==> src/hdl/dwe_pkg.sv <==
// shared constants, types and beat layouts of the wheel drive block
// no dependencies
package dwe_pkg;

  localparam int COUNT_BITS = 24;
  localparam int FRAC_BITS  = 14;
  localparam int DRIVE_MAX  = 255;

  localparam int GOAL_W    = 24;
  localparam int PROG_W    = COUNT_BITS + 1;
  localparam int CMP_W     = ((PROG_W > GOAL_W) ? PROG_W : GOAL_W) + 2;
  localparam int REM_W     = GOAL_W + 1;
  localparam int RATIO_W   = FRAC_BITS + 2;
  localparam int ERR_W     = FRAC_BITS + 3;
  localparam int DER_W     = ERR_W + 1;
  localparam int SUM_W     = 32;
  localparam int GAIN_W    = 16;
  localparam int K_W       = GAIN_W + 6;
  localparam int OPND_W    = SUM_W + 1;
  localparam int PROD_W    = K_W + 1 + OPND_W;
  localparam int ACC_W     = PROD_W + 2;
  localparam int NUM_W     = ACC_W + 1;
  localparam int DRV_SHIFT = FRAC_BITS + 8;
  localparam int STEP_W    = $clog2(FRAC_BITS + 1);
  localparam int SPEED_W   = 8;
  localparam int DRV_W     = 9;

  localparam int IN_DATA_W  = 64;
  localparam int OUT_DATA_W = 24;
  localparam int OUT_MOVING = 2 * DRV_W;
  localparam int OUT_FIN    = 2 * DRV_W + 1;
  localparam int OUT_WALL   = 2 * DRV_W + 2;

  localparam logic [1:0] OP_START = 2'd0;
  localparam logic [1:0] OP_LEFT  = 2'd1;
  localparam logic [1:0] OP_RIGHT = 2'd2;
  localparam logic [1:0] OP_TICK  = 2'd3;

  localparam int CFG_IDX_W = 3;
  localparam logic [CFG_IDX_W-1:0] REG_KP   = 3'd0;
  localparam logic [CFG_IDX_W-1:0] REG_KI   = 3'd1;
  localparam logic [CFG_IDX_W-1:0] REG_KD   = 3'd2;
  localparam logic [CFG_IDX_W-1:0] REG_BASE = 3'd3;
  localparam logic [CFG_IDX_W-1:0] REG_MAX  = 3'd4;
  localparam logic [CFG_IDX_W-1:0] REG_WALL = 3'd5;

  typedef logic signed [CMP_W-1:0] cmp_t;

  typedef struct packed {
    logic              start;
    logic [CMP_W-1:0]  prog;
    logic [GOAL_W-1:0] goal;
  } div_req_t;

  typedef struct packed {
    logic               done;
    logic [RATIO_W-1:0] quot;
  } div_rsp_t;

  typedef struct packed {
    logic              start;
    logic [K_W-1:0]    k_p;
    logic [K_W-1:0]    k_i;
    logic [K_W-1:0]    k_d;
    logic [ERR_W-1:0]  err;
    logic [SUM_W-1:0]  sum;
    logic [DER_W-1:0]  der;
  } mac_req_t;

  typedef struct packed {
    logic             done;
    logic [ACC_W-1:0] acc;
  } mac_rsp_t;

endpackage

==> src/hdl/dual_wheel_encoder_pid_drive.sv <==
// Differential drive controller: counts encoder edges per wheel and, on each
// control tick of a move, runs a pid on the progress difference to set both
// wheel drives. Start, edge and idle or stopping ticks go straight to the result
// register. A tick that updates the pid first has the shared divider form each
// wheel's progress ratio one bit a cycle, left then right, then runs the shared
// multiply-accumulate and sets both drives before the result register. s_tready
// is high only while the sequencer is idle; the result register lets a new beat
// in while a result still waits. Configuration writes are always ready.
// Top level; depends on dwe_pkg, dwe_div, dwe_mac.
module dual_wheel_encoder_pid_drive (
  input  logic                                clk,
  input  logic                                rst,
  input  logic                                s_tvalid,
  output logic                                s_tready,
  // target_left[23:0], target_right[47:24], use_wall_sensor[48],
  // phase_b_level[49], front_distance_cm[57:50], zero pad
  input  logic [dwe_pkg::IN_DATA_W-1:0]       s_tdata,
  // op[1:0]
  input  logic [1:0]                          s_tuser,
  output logic                                m_tvalid,
  input  logic                                m_tready,
  // drive_left[8:0], drive_right[17:9], moving[18], finished[19],
  // wall_stop[20], zero pad
  output logic [dwe_pkg::OUT_DATA_W-1:0]      m_tdata,
  input  logic                                cfg_valid,
  output logic                                cfg_ready,
  input  logic [dwe_pkg::CFG_IDX_W-1:0]       cfg_index,
  input  logic [dwe_pkg::GAIN_W-1:0]          cfg_data
);
  import dwe_pkg::*;

  typedef enum logic [6:0] {
    S_IDLE = 7'b0000001,
    S_DIV0 = 7'b0000010,
    S_DIV1 = 7'b0000100,
    S_PID  = 7'b0001000,
    S_MAC  = 7'b0010000,
    S_DRV  = 7'b0100000,
    S_OUT  = 7'b1000000
  } state_t;

  state_t state;

  logic [K_W-1:0]        kp50, ki50, kd50;
  logic [SPEED_W-1:0]    base_speed, max_speed, wall_limit;

  logic [COUNT_BITS-1:0] left_count, right_count;
  logic [GOAL_W-1:0]     left_goal, right_goal;
  logic                  left_reverse, right_reverse;
  logic                  sensor_enabled, active;
  logic [SUM_W-1:0]      error_sum;
  logic [ERR_W-1:0]      last_error, err_cur;
  logic [DER_W-1:0]      der_cur;
  logic [RATIO_W-1:0]    ratio_l, ratio_r;
  logic [DRV_W-1:0]      left_hold, right_hold;
  logic                  fin_r, wall_r;

  logic                  accept;
  logic [GOAL_W-1:0]     tl, tr;
  cmp_t                  pl, pr;
  logic                  lok, rok, wall_now, stop_now;
  logic [ERR_W-1:0]      err_now;
  logic [DER_W-1:0]      der_now;
  logic [SUM_W:0]        sum_wide;
  logic [SUM_W-1:0]      sum_next;
  logic [SPEED_W-1:0]    lim;
  logic signed [NUM_W-1:0] base_ext, acc_ext, numer_l, numer_r;

  div_req_t div_req;
  div_rsp_t div_rsp;
  mac_req_t mac_req;
  mac_rsp_t mac_rsp;

  function automatic logic [K_W-1:0] gain50(input logic [GAIN_W-1:0] g);
    logic [K_W-1:0] x;
    x = K_W'(g);
    return (x << 5) + (x << 4) + (x << 1);
  endfunction

  function automatic logic [DRV_W-1:0] wheel_drive(input logic signed [NUM_W-1:0] numer,
                                                   input logic done, input logic rev,
                                                   input logic [SPEED_W-1:0] lim_in);
    logic signed [NUM_W-1:0] d;
    logic [SPEED_W-1:0]      mag;
    d = numer >>> DRV_SHIFT;
    if (done || numer <= 0) mag = '0;
    else if (d > $signed(NUM_W'(lim_in))) mag = lim_in;
    else mag = d[SPEED_W-1:0];
    return rev ? -{1'b0, mag} : {1'b0, mag};
  endfunction

  assign s_tready  = (state == S_IDLE);
  assign cfg_ready = 1'b1;
  assign accept    = s_tvalid && s_tready;
  assign tl        = s_tdata[23:0];
  assign tr        = s_tdata[47:24];

  // signed progress of each wheel and stop conditions
  always_comb begin
    pl = cmp_t'($signed(left_count));
    pr = cmp_t'($signed(right_count));
    if (left_reverse) pl = -pl;
    if (right_reverse) pr = -pr;
    lok      = pl >= $signed(CMP_W'(left_goal));
    rok      = pr >= $signed(CMP_W'(right_goal));
    wall_now = sensor_enabled && (s_tdata[57:50] < wall_limit);
    stop_now = (lok && rok) || wall_now;
  end

  always_comb begin
    err_now  = {1'b0, ratio_l} - {1'b0, ratio_r};
    der_now  = {err_now[ERR_W-1], err_now} - {last_error[ERR_W-1], last_error};
    sum_wide = {error_sum[SUM_W-1], error_sum}
             + {{(SUM_W+1-ERR_W){err_now[ERR_W-1]}}, err_now};
    if (sum_wide[SUM_W] != sum_wide[SUM_W-1])
      sum_next = sum_wide[SUM_W] ? {1'b1, {(SUM_W-1){1'b0}}} : {1'b0, {(SUM_W-1){1'b1}}};
    else
      sum_next = sum_wide[SUM_W-1:0];
  end

  always_comb begin
    lim      = (32'(max_speed) < DRIVE_MAX) ? max_speed : SPEED_W'(DRIVE_MAX);
    base_ext = $signed(NUM_W'(base_speed)) <<< DRV_SHIFT;
    acc_ext  = NUM_W'($signed(mac_rsp.acc));
    numer_l  = base_ext - acc_ext;
    numer_r  = base_ext + acc_ext;
  end

  always_comb begin
    div_req.start = (state == S_IDLE && accept && s_tuser == OP_TICK && active && !stop_now)
                 || (state == S_DIV0 && div_rsp.done);
    div_req.prog  = (state == S_DIV0) ? pr : pl;
    div_req.goal  = (state == S_DIV0) ? right_goal : left_goal;
  end

  always_comb begin
    mac_req.start = (state == S_PID);
    mac_req.k_p   = kp50;
    mac_req.k_i   = ki50;
    mac_req.k_d   = kd50;
    mac_req.err   = err_cur;
    mac_req.sum   = error_sum;
    mac_req.der   = der_cur;
  end

  dwe_div u_div (.clk(clk), .rst(rst), .req(div_req), .rsp(div_rsp));
  dwe_mac u_mac (.clk(clk), .rst(rst), .req(mac_req), .rsp(mac_rsp));

  always_ff @(posedge clk) begin
    if (rst) begin
      kp50 <= gain50(GAIN_W'(256));
      ki50 <= '0;
      kd50 <= '0;
      base_speed <= SPEED_W'(150);
      max_speed  <= SPEED_W'(255);
      wall_limit <= SPEED_W'(3);
    end else if (cfg_valid && cfg_ready) begin
      unique case (cfg_index)
        REG_KP:   kp50 <= gain50(cfg_data);
        REG_KI:   ki50 <= gain50(cfg_data);
        REG_KD:   kd50 <= gain50(cfg_data);
        REG_BASE: base_speed <= cfg_data[SPEED_W-1:0];
        REG_MAX:  max_speed  <= cfg_data[SPEED_W-1:0];
        REG_WALL: wall_limit <= cfg_data[SPEED_W-1:0];
        default: ;
      endcase
    end
  end

  always_ff @(posedge clk) begin
    if (rst) begin
      state          <= S_IDLE;
      left_count     <= '0;
      right_count    <= '0;
      left_goal      <= '0;
      right_goal     <= '0;
      left_reverse   <= 1'b0;
      right_reverse  <= 1'b0;
      sensor_enabled <= 1'b0;
      active         <= 1'b0;
      error_sum      <= '0;
      last_error     <= '0;
      left_hold      <= '0;
      right_hold     <= '0;
      fin_r          <= 1'b0;
      wall_r         <= 1'b0;
      m_tvalid       <= 1'b0;
    end else begin
      if (m_tready && state != S_OUT) m_tvalid <= 1'b0;
      unique case (state)
        S_IDLE: begin
          if (accept) begin
            fin_r  <= 1'b0;
            wall_r <= 1'b0;
            state  <= S_OUT;
            case (s_tuser)
              OP_START: begin
                left_reverse   <= tl[GOAL_W-1];
                right_reverse  <= tr[GOAL_W-1];
                left_goal      <= tl[GOAL_W-1] ? -tl : tl;
                right_goal     <= tr[GOAL_W-1] ? -tr : tr;
                left_count     <= '0;
                right_count    <= '0;
                error_sum      <= '0;
                last_error     <= '0;
                sensor_enabled <= s_tdata[48];
                active         <= 1'b1;
                left_hold      <= '0;
                right_hold     <= '0;
              end
              OP_LEFT: begin
                left_count <= s_tdata[49] ? left_count - COUNT_BITS'(1)
                                          : left_count + COUNT_BITS'(1);
              end
              OP_RIGHT: begin
                right_count <= s_tdata[49] ? right_count + COUNT_BITS'(1)
                                           : right_count - COUNT_BITS'(1);
              end
              default: begin
                if (active) begin
                  if (stop_now) begin
                    active     <= 1'b0;
                    fin_r      <= 1'b1;
                    wall_r     <= wall_now;
                    left_hold  <= '0;
                    right_hold <= '0;
                  end else begin
                    state <= S_DIV0;
                  end
                end
              end
            endcase
          end
        end
        S_DIV0: begin
          if (div_rsp.done) begin
            ratio_l <= div_rsp.quot;
            state   <= S_DIV1;
          end
        end
        S_DIV1: begin
          if (div_rsp.done) begin
            ratio_r <= div_rsp.quot;
            state   <= S_PID;
          end
        end
        S_PID: begin
          err_cur    <= err_now;
          der_cur    <= der_now;
          error_sum  <= sum_next;
          last_error <= err_now;
          state      <= S_MAC;
        end
        S_MAC: begin
          if (mac_rsp.done) state <= S_DRV;
        end
        S_DRV: begin
          left_hold  <= wheel_drive(numer_l, lok, left_reverse, lim);
          right_hold <= wheel_drive(numer_r, rok, right_reverse, lim);
          state      <= S_OUT;
        end
        S_OUT: begin
          if (!m_tvalid || m_tready) begin
            m_tvalid <= 1'b1;
            m_tdata  <= {{(OUT_DATA_W-OUT_WALL-1){1'b0}}, wall_r, fin_r, active,
                         right_hold, left_hold};
            state    <= S_IDLE;
          end
        end
        default: state <= S_IDLE;
      endcase
    end
  end

endmodule

==> src/hdl/dwe_div.sv <==
// restoring divider, one quotient bit a cycle, gives a wheel progress ratio
// depends on dwe_pkg
module dwe_div (
  input  logic              clk,
  input  logic              rst,
  input  dwe_pkg::div_req_t req,
  output dwe_pkg::div_rsp_t rsp
);
  import dwe_pkg::*;

  logic                 busy;
  logic                 done;
  logic [STEP_W-1:0]    cnt;
  logic [REM_W-1:0]     rem;
  logic [REM_W-1:0]     goal_r;
  logic [FRAC_BITS-1:0] quot;
  logic [RATIO_W-1:0]   result;
  logic [REM_W:0]       diff;
  logic                 qbit;
  logic [REM_W-1:0]     rem_keep;
  cmp_t                 prog;
  cmp_t                 goal2;

  assign prog     = cmp_t'(req.prog);
  assign goal2    = cmp_t'({req.goal, 1'b0});
  assign diff     = {1'b0, rem} - {1'b0, goal_r};
  assign qbit     = !diff[REM_W];
  assign rem_keep = qbit ? diff[REM_W-1:0] : rem;

  always_ff @(posedge clk) begin
    if (rst) begin
      busy <= 1'b0;
      done <= 1'b0;
    end else begin
      done <= 1'b0;
      if (req.start) begin
        if (req.goal == '0) begin
          result <= RATIO_W'(1) << FRAC_BITS;
          done   <= 1'b1;
        end else if (prog <= 0) begin
          result <= '0;
          done   <= 1'b1;
        end else if (prog >= goal2) begin
          result <= RATIO_W'(1) << (FRAC_BITS + 1);
          done   <= 1'b1;
        end else begin
          busy   <= 1'b1;
          rem    <= prog[REM_W-1:0];
          goal_r <= {1'b0, req.goal};
          cnt    <= '0;
          quot   <= '0;
        end
      end else if (busy) begin
        quot <= {quot[FRAC_BITS-2:0], qbit};
        rem  <= {rem_keep[REM_W-2:0], 1'b0};
        cnt  <= cnt + STEP_W'(1);
        if (cnt == STEP_W'(FRAC_BITS)) begin
          busy   <= 1'b0;
          done   <= 1'b1;
          result <= {1'b0, quot, qbit};
        end
      end
    end
  end

  assign rsp.done = done;
  assign rsp.quot = result;

endmodule

==> src/hdl/dwe_mac.sv <==
// shared multiply-accumulate for the three pid terms, one product a cycle
// depends on dwe_pkg
module dwe_mac (
  input  logic              clk,
  input  logic              rst,
  input  dwe_pkg::mac_req_t req,
  output dwe_pkg::mac_rsp_t rsp
);
  import dwe_pkg::*;

  localparam logic [1:0] TERMS = 2'd3;

  logic                      busy;
  logic                      pv;
  logic                      done;
  logic [1:0]                cnt;
  logic [K_W-1:0]            k_sel;
  logic [OPND_W-1:0]         x_sel;
  logic signed [PROD_W-1:0]  prod;
  logic signed [ACC_W-1:0]   acc;

  always_comb begin
    case (cnt)
      2'd0: begin
        k_sel = req.k_p;
        x_sel = {{(OPND_W-ERR_W){req.err[ERR_W-1]}}, req.err};
      end
      2'd1: begin
        k_sel = req.k_i;
        x_sel = {{(OPND_W-SUM_W){req.sum[SUM_W-1]}}, req.sum};
      end
      default: begin
        k_sel = req.k_d;
        x_sel = {{(OPND_W-DER_W){req.der[DER_W-1]}}, req.der};
      end
    endcase
  end

  always_ff @(posedge clk) begin
    if (rst) begin
      busy <= 1'b0;
      pv   <= 1'b0;
      done <= 1'b0;
    end else begin
      done <= 1'b0;
      if (req.start) begin
        busy <= 1'b1;
        pv   <= 1'b0;
        cnt  <= '0;
        acc  <= '0;
      end else if (busy) begin
        if (pv) acc <= acc + {{(ACC_W-PROD_W){prod[PROD_W-1]}}, prod};
        if (cnt != TERMS) begin
          prod <= $signed({1'b0, k_sel}) * $signed(x_sel);
          pv   <= 1'b1;
          cnt  <= cnt + 2'd1;
        end else begin
          busy <= 1'b0;
          pv   <= 1'b0;
          done <= 1'b1;
        end
      end
    end
  end

  assign rsp.done = done;
  assign rsp.acc  = acc;

endmodule

==> config.mk <==
export PLATFORM = sky130hd
export DESIGN_NAME = dual_wheel_encoder_pid_drive
export DESIGN_NICKNAME = d
export VERILOG_FILES = /design/src/hdl/dwe_pkg.sv /design/src/hdl/dual_wheel_encoder_pid_drive.sv /design/src/hdl/dwe_div.sv /design/src/hdl/dwe_mac.sv
export SDC_FILE = /design/constraint.sdc
export NUM_CORES = 2
export LEC_CHECK = 0
export ABC_CLOCK_PERIOD_IN_PS = 10000
export BUFFER_PORTS_ARGS = -buffer_cell sky130_fd_sc_hd__buf_2
export CORE_MARGIN = 4
export CORE_UTILIZATION = 60
export DETAILED_ROUTE_END_ITERATION = 12
export PLACE_DENSITY = 0.77
export SKIP_LAST_GASP = 1
export SLEW_MARGIN = 20
export SYNTH_ARGS = -nofsm -noshare
export SYNTH_HDL_FRONTEND = slang
export SYNTH_HIERARCHICAL = 1
export SYNTH_SLANG_ARGS = --single-unit
export TNS_END_PERCENT = 20
==> constraint.sdc <==
create_clock -name clk -period 10 [get_ports clk]
set_input_delay 0.5 -clock clk [delete_from_list [all_inputs] [get_ports clk]]
set_output_delay 0.5 -clock clk [all_outputs]
set_load 0.05 [all_outputs]
==> impl_metrics.ini <==
[run_status]
status = completed

[die]
rows = 118
core_sq_mm = 0.1042
die-width_um = 333.0
fp.dieH_um = 333.0
floorplan.io_pins = 117
initial_core_util_pct = 60.80
die-area_sq_mm = 0.1109

[grt]
grt_pass1_vias = 53134
grt_remaining_overflow = 0
grt_pass1_wl_um = 295100
antenna_found_initial = 8
grt_max_degree = 83
grtUsageTotal_pct = 33.47

[route]
drc_errors = 0
antenna_left = 0
dr_total_vias = 53336
drtPass1Iterations = 8
vias_per_cell = 6.162
routedWlPerCell_um = 21.62
drt_iter0_drc = 5456
wl_um = 187100

[finish]
register_area_sq_mm = 0.01400
drive_gt1_share_pct = 6.134
postLayoutCoreUtil_pct = 64.77
syn_to_final_growth_pct = 6.537
final_common_cell = inv_1
layout_common_cells = inv_1, nor2_1, nand2_1
fillerInstances = 8654
final_nets = 8540
multi_input_comb_area_sq_mm = 0.04448

[clock_network]
tritoncts = built
ctsResizeCount = 0
hold_buffers = 0
clock-root-buffer = clkbuf_16
cts_max_path_buffers = 3
h-tree-depth = 2
clkLatencyLatePin_ns = 0.67
cts_made_buffers = 59
postCtsSetupBuffers = 0
cts.clk_slew.worst_paths_ns = 0.06
cts.sinks = 556

[synthesis]
ys_ff_latch = 556
synthArstFlopShare_pct = 0
synth_cells = 7247
synth_edf_count = 287
synth-seq-area-share_pct = 22.10
syn_area_per_cell_sq_um = 8.745
synth_cell_type_count = 116
syn_area_sq_mm = 0.06337
ys.flop_type = edfxtp_1
yosysWarnings = 6

[timing]
grt_setup_unrepaired = no
tightestPinTransition_ns = 1.193
max_clock_freq_mhz = 105.5
setup_tns_ns = 0
holdWs_ns = 0.09080
finalHoldViolations = 0
min_period_over_period_pct = 94.81
finalClockSkew_ns = 0.04633
relSlewSlack_pct = 19.62
fin_crit_ns = 9.481
drv_slew = 0
setup_violations = 0

[job]
max_cap_violations = 0

[pwr]
peakVddDrop_mv = 0.1356
p_seq_share_pct = 36.2
p_leak_uw = 0.03048
swShare_pct = 34.38
combPwrFrac_pct = 30.5
powerDensity_mw_per_mm2 = 101.8
p_switching_uw = 2362
clockPowerShare_pct = 33.3
p_int_uw = 4509

[placed_design]
globalplace.congestion = 0.9722
io_buffers = 106
hpwlAfterDp_um = 146600

[critical_path]
critPathKind = reg -> reg
arrival_ns = 9.91
crit_slowest_cell = a21oi_2
cpPeakStageDelay_ns = 0.78
cp_max_fo = 39
crit_path_start_kind = register
crit_top_cell = fa_1
cp_data_required_time_ns = 10.43
crit_path_end_kind = register

[min_path]
hold_path.class = in -> reg
==> state kept, by name, indices dropped and copies added (netlist names), 18 cells and up <==
signal	flops
ki50	21
left_count	24
kp50	21
u_mac/prod	56
u_mac/acc	58
u_div/rem	25
u_div/goal_r	24
m_tdata	21
right_goal	24
kd50	21
right_count	24
error_sum	32
left_goal	24
der_cur	18
==> Yosys cell counts (all sizes together), types with 37 or more instances <==
| master | count | share of area, % |
|---|---|---|
| nor3 | 85 | 0.67 |
| xnor2 | 204 | 2.8 |
| edfxtp | 287 | 14 |
| ha | 484 | 9.6 |
| buf | 52 | 0.44 |
| and3 | 47 | 0.46 |
| nand3 | 113 | 0.89 |
| nand2b | 44 | 0.43 |
| or2 | 37 | 0.37 |
| o31ai | 49 | 0.60 |
| a31oi | 45 | 0.46 |
| o21ai | 246 | 2.0 |
| a21o | 171 | 2.0 |
| fa | 746 | 24 |
| clkbuf | 272 | 1.6 |
| o211ai | 37 | 0.44 |
| nand4 | 64 | 0.65 |
| nor2b | 65 | 0.65 |
| inv | 993 | 5.9 |
| nor2 | 855 | 5.1 |
| nor4 | 51 | 0.56 |
| o21a | 41 | 0.49 |
| and2 | 39 | 0.39 |
| a22o | 48 | 0.66 |
| or3 | 48 | 0.49 |
| a211oi | 73 | 0.89 |
| dfxtp | 269 | 8.5 |
| xor2 | 114 | 1.6 |
| nand2 | 792 | 4.7 |
| a22oi | 44 | 0.52 |
| a21oi | 447 | 3.6 |
==> final timing paths <==
kind / cells after the start / start / end / slack, ns
worst max-delay path: 28 / u_mac/cnt[0] / u_mac/prod[55] / 0.52
worst min-delay path: 3 / s_tdata[48] / sensor_enabled / 0.09
worst max register to register: 28 / u_mac/cnt[0] / u_mac/prod[55] / 0.52
worst min register to register: 0 / left_hold[6] / m_tdata[6] / 0.44
==> power by group through the flow <==
stage | clock (uW) | combinational [uW] | sequential (uW)
final | 2290 | 2100 | 2490
after CTS | 2310 | 2080 | 2490
after detailed placement | 0 | 2060 | 2540
after global placement | 0 | 2020 | 2530
after floorplan | 0 | 1430 | 2530
after global routing | 2400 | 2320 | 2490
==> worst max-delay path, delay by kind of cell, from the launching register on <==
kind            cells  cell delay (ns)
flops               1             0.40
compound gates      8             2.63
fa+ha+maj           9             4.23
buf+inv             7             1.00
simple gates        4             0.93
==> per-layer routing <==
| layer | wire length, um | part of all wire [%] | GRT usage, % | vias to the layer above |
|---|---|---|---|---|
| met1 | 73800 | 39 | 45.03 | 26194 |
| met4 | 10310 | 5.5 | 15.41 | 2 |
| met2 | 85890 | 46 | 53.46 | 2395 |
| met5 | 9 | 0.0048 | 0 | - |
| li1 | - | - | - | 24172 |
| met3 | 17130 | 9.2 | 5.473 | 573 |
==> cell families (layout without fill, tap and decap cells) <==
family / Yosys count / in the layout / share of synthesized area, %
other: 2 / 13 / 0.01185
buffers and inverters: 1319 / 1337 / 7.951
XOR/XNOR: 318 / 318 / 4.395
adder cells (fa/ha/maj): 1232 / 1232 / 33.15
AO/OA/AOI/OAI: 1444 / 1444 / 15.06
flip-flops: 556 / 556 / 22.10
AND/OR/NAND/NOR: 2326 / 2326 / 16.44
multiplexers: 50 / 50 / 0.8885
==> cell type report <==
class,instances,share of cell area (%)
Timing Repair Buffer,230,2.285
Sequential cell,556,20.74
Antenna cell,5,0.01853
Clock inverter,31,0.4466
Multi-Input combinational cell,5378,65.88
Tap cell,1380,2.557
Clock buffer,81,2.539
Inverter,995,5.532
==> metrics by stage <==
stage	worst slack (ns)	instance area (sq um)	std cells	power, uW
floorplan	1.706	63390	7253	3964
detailed placement	0.7509	65480	8539	4599
CTS	0.7112	67500	8651	6877
finish	0.5189	67510	8656	6871
global placement	0.7836	65480	8539	4554
global route	0.01252	67500	8652	7214
No activity file was read; power rests on OpenSTA's default activity.
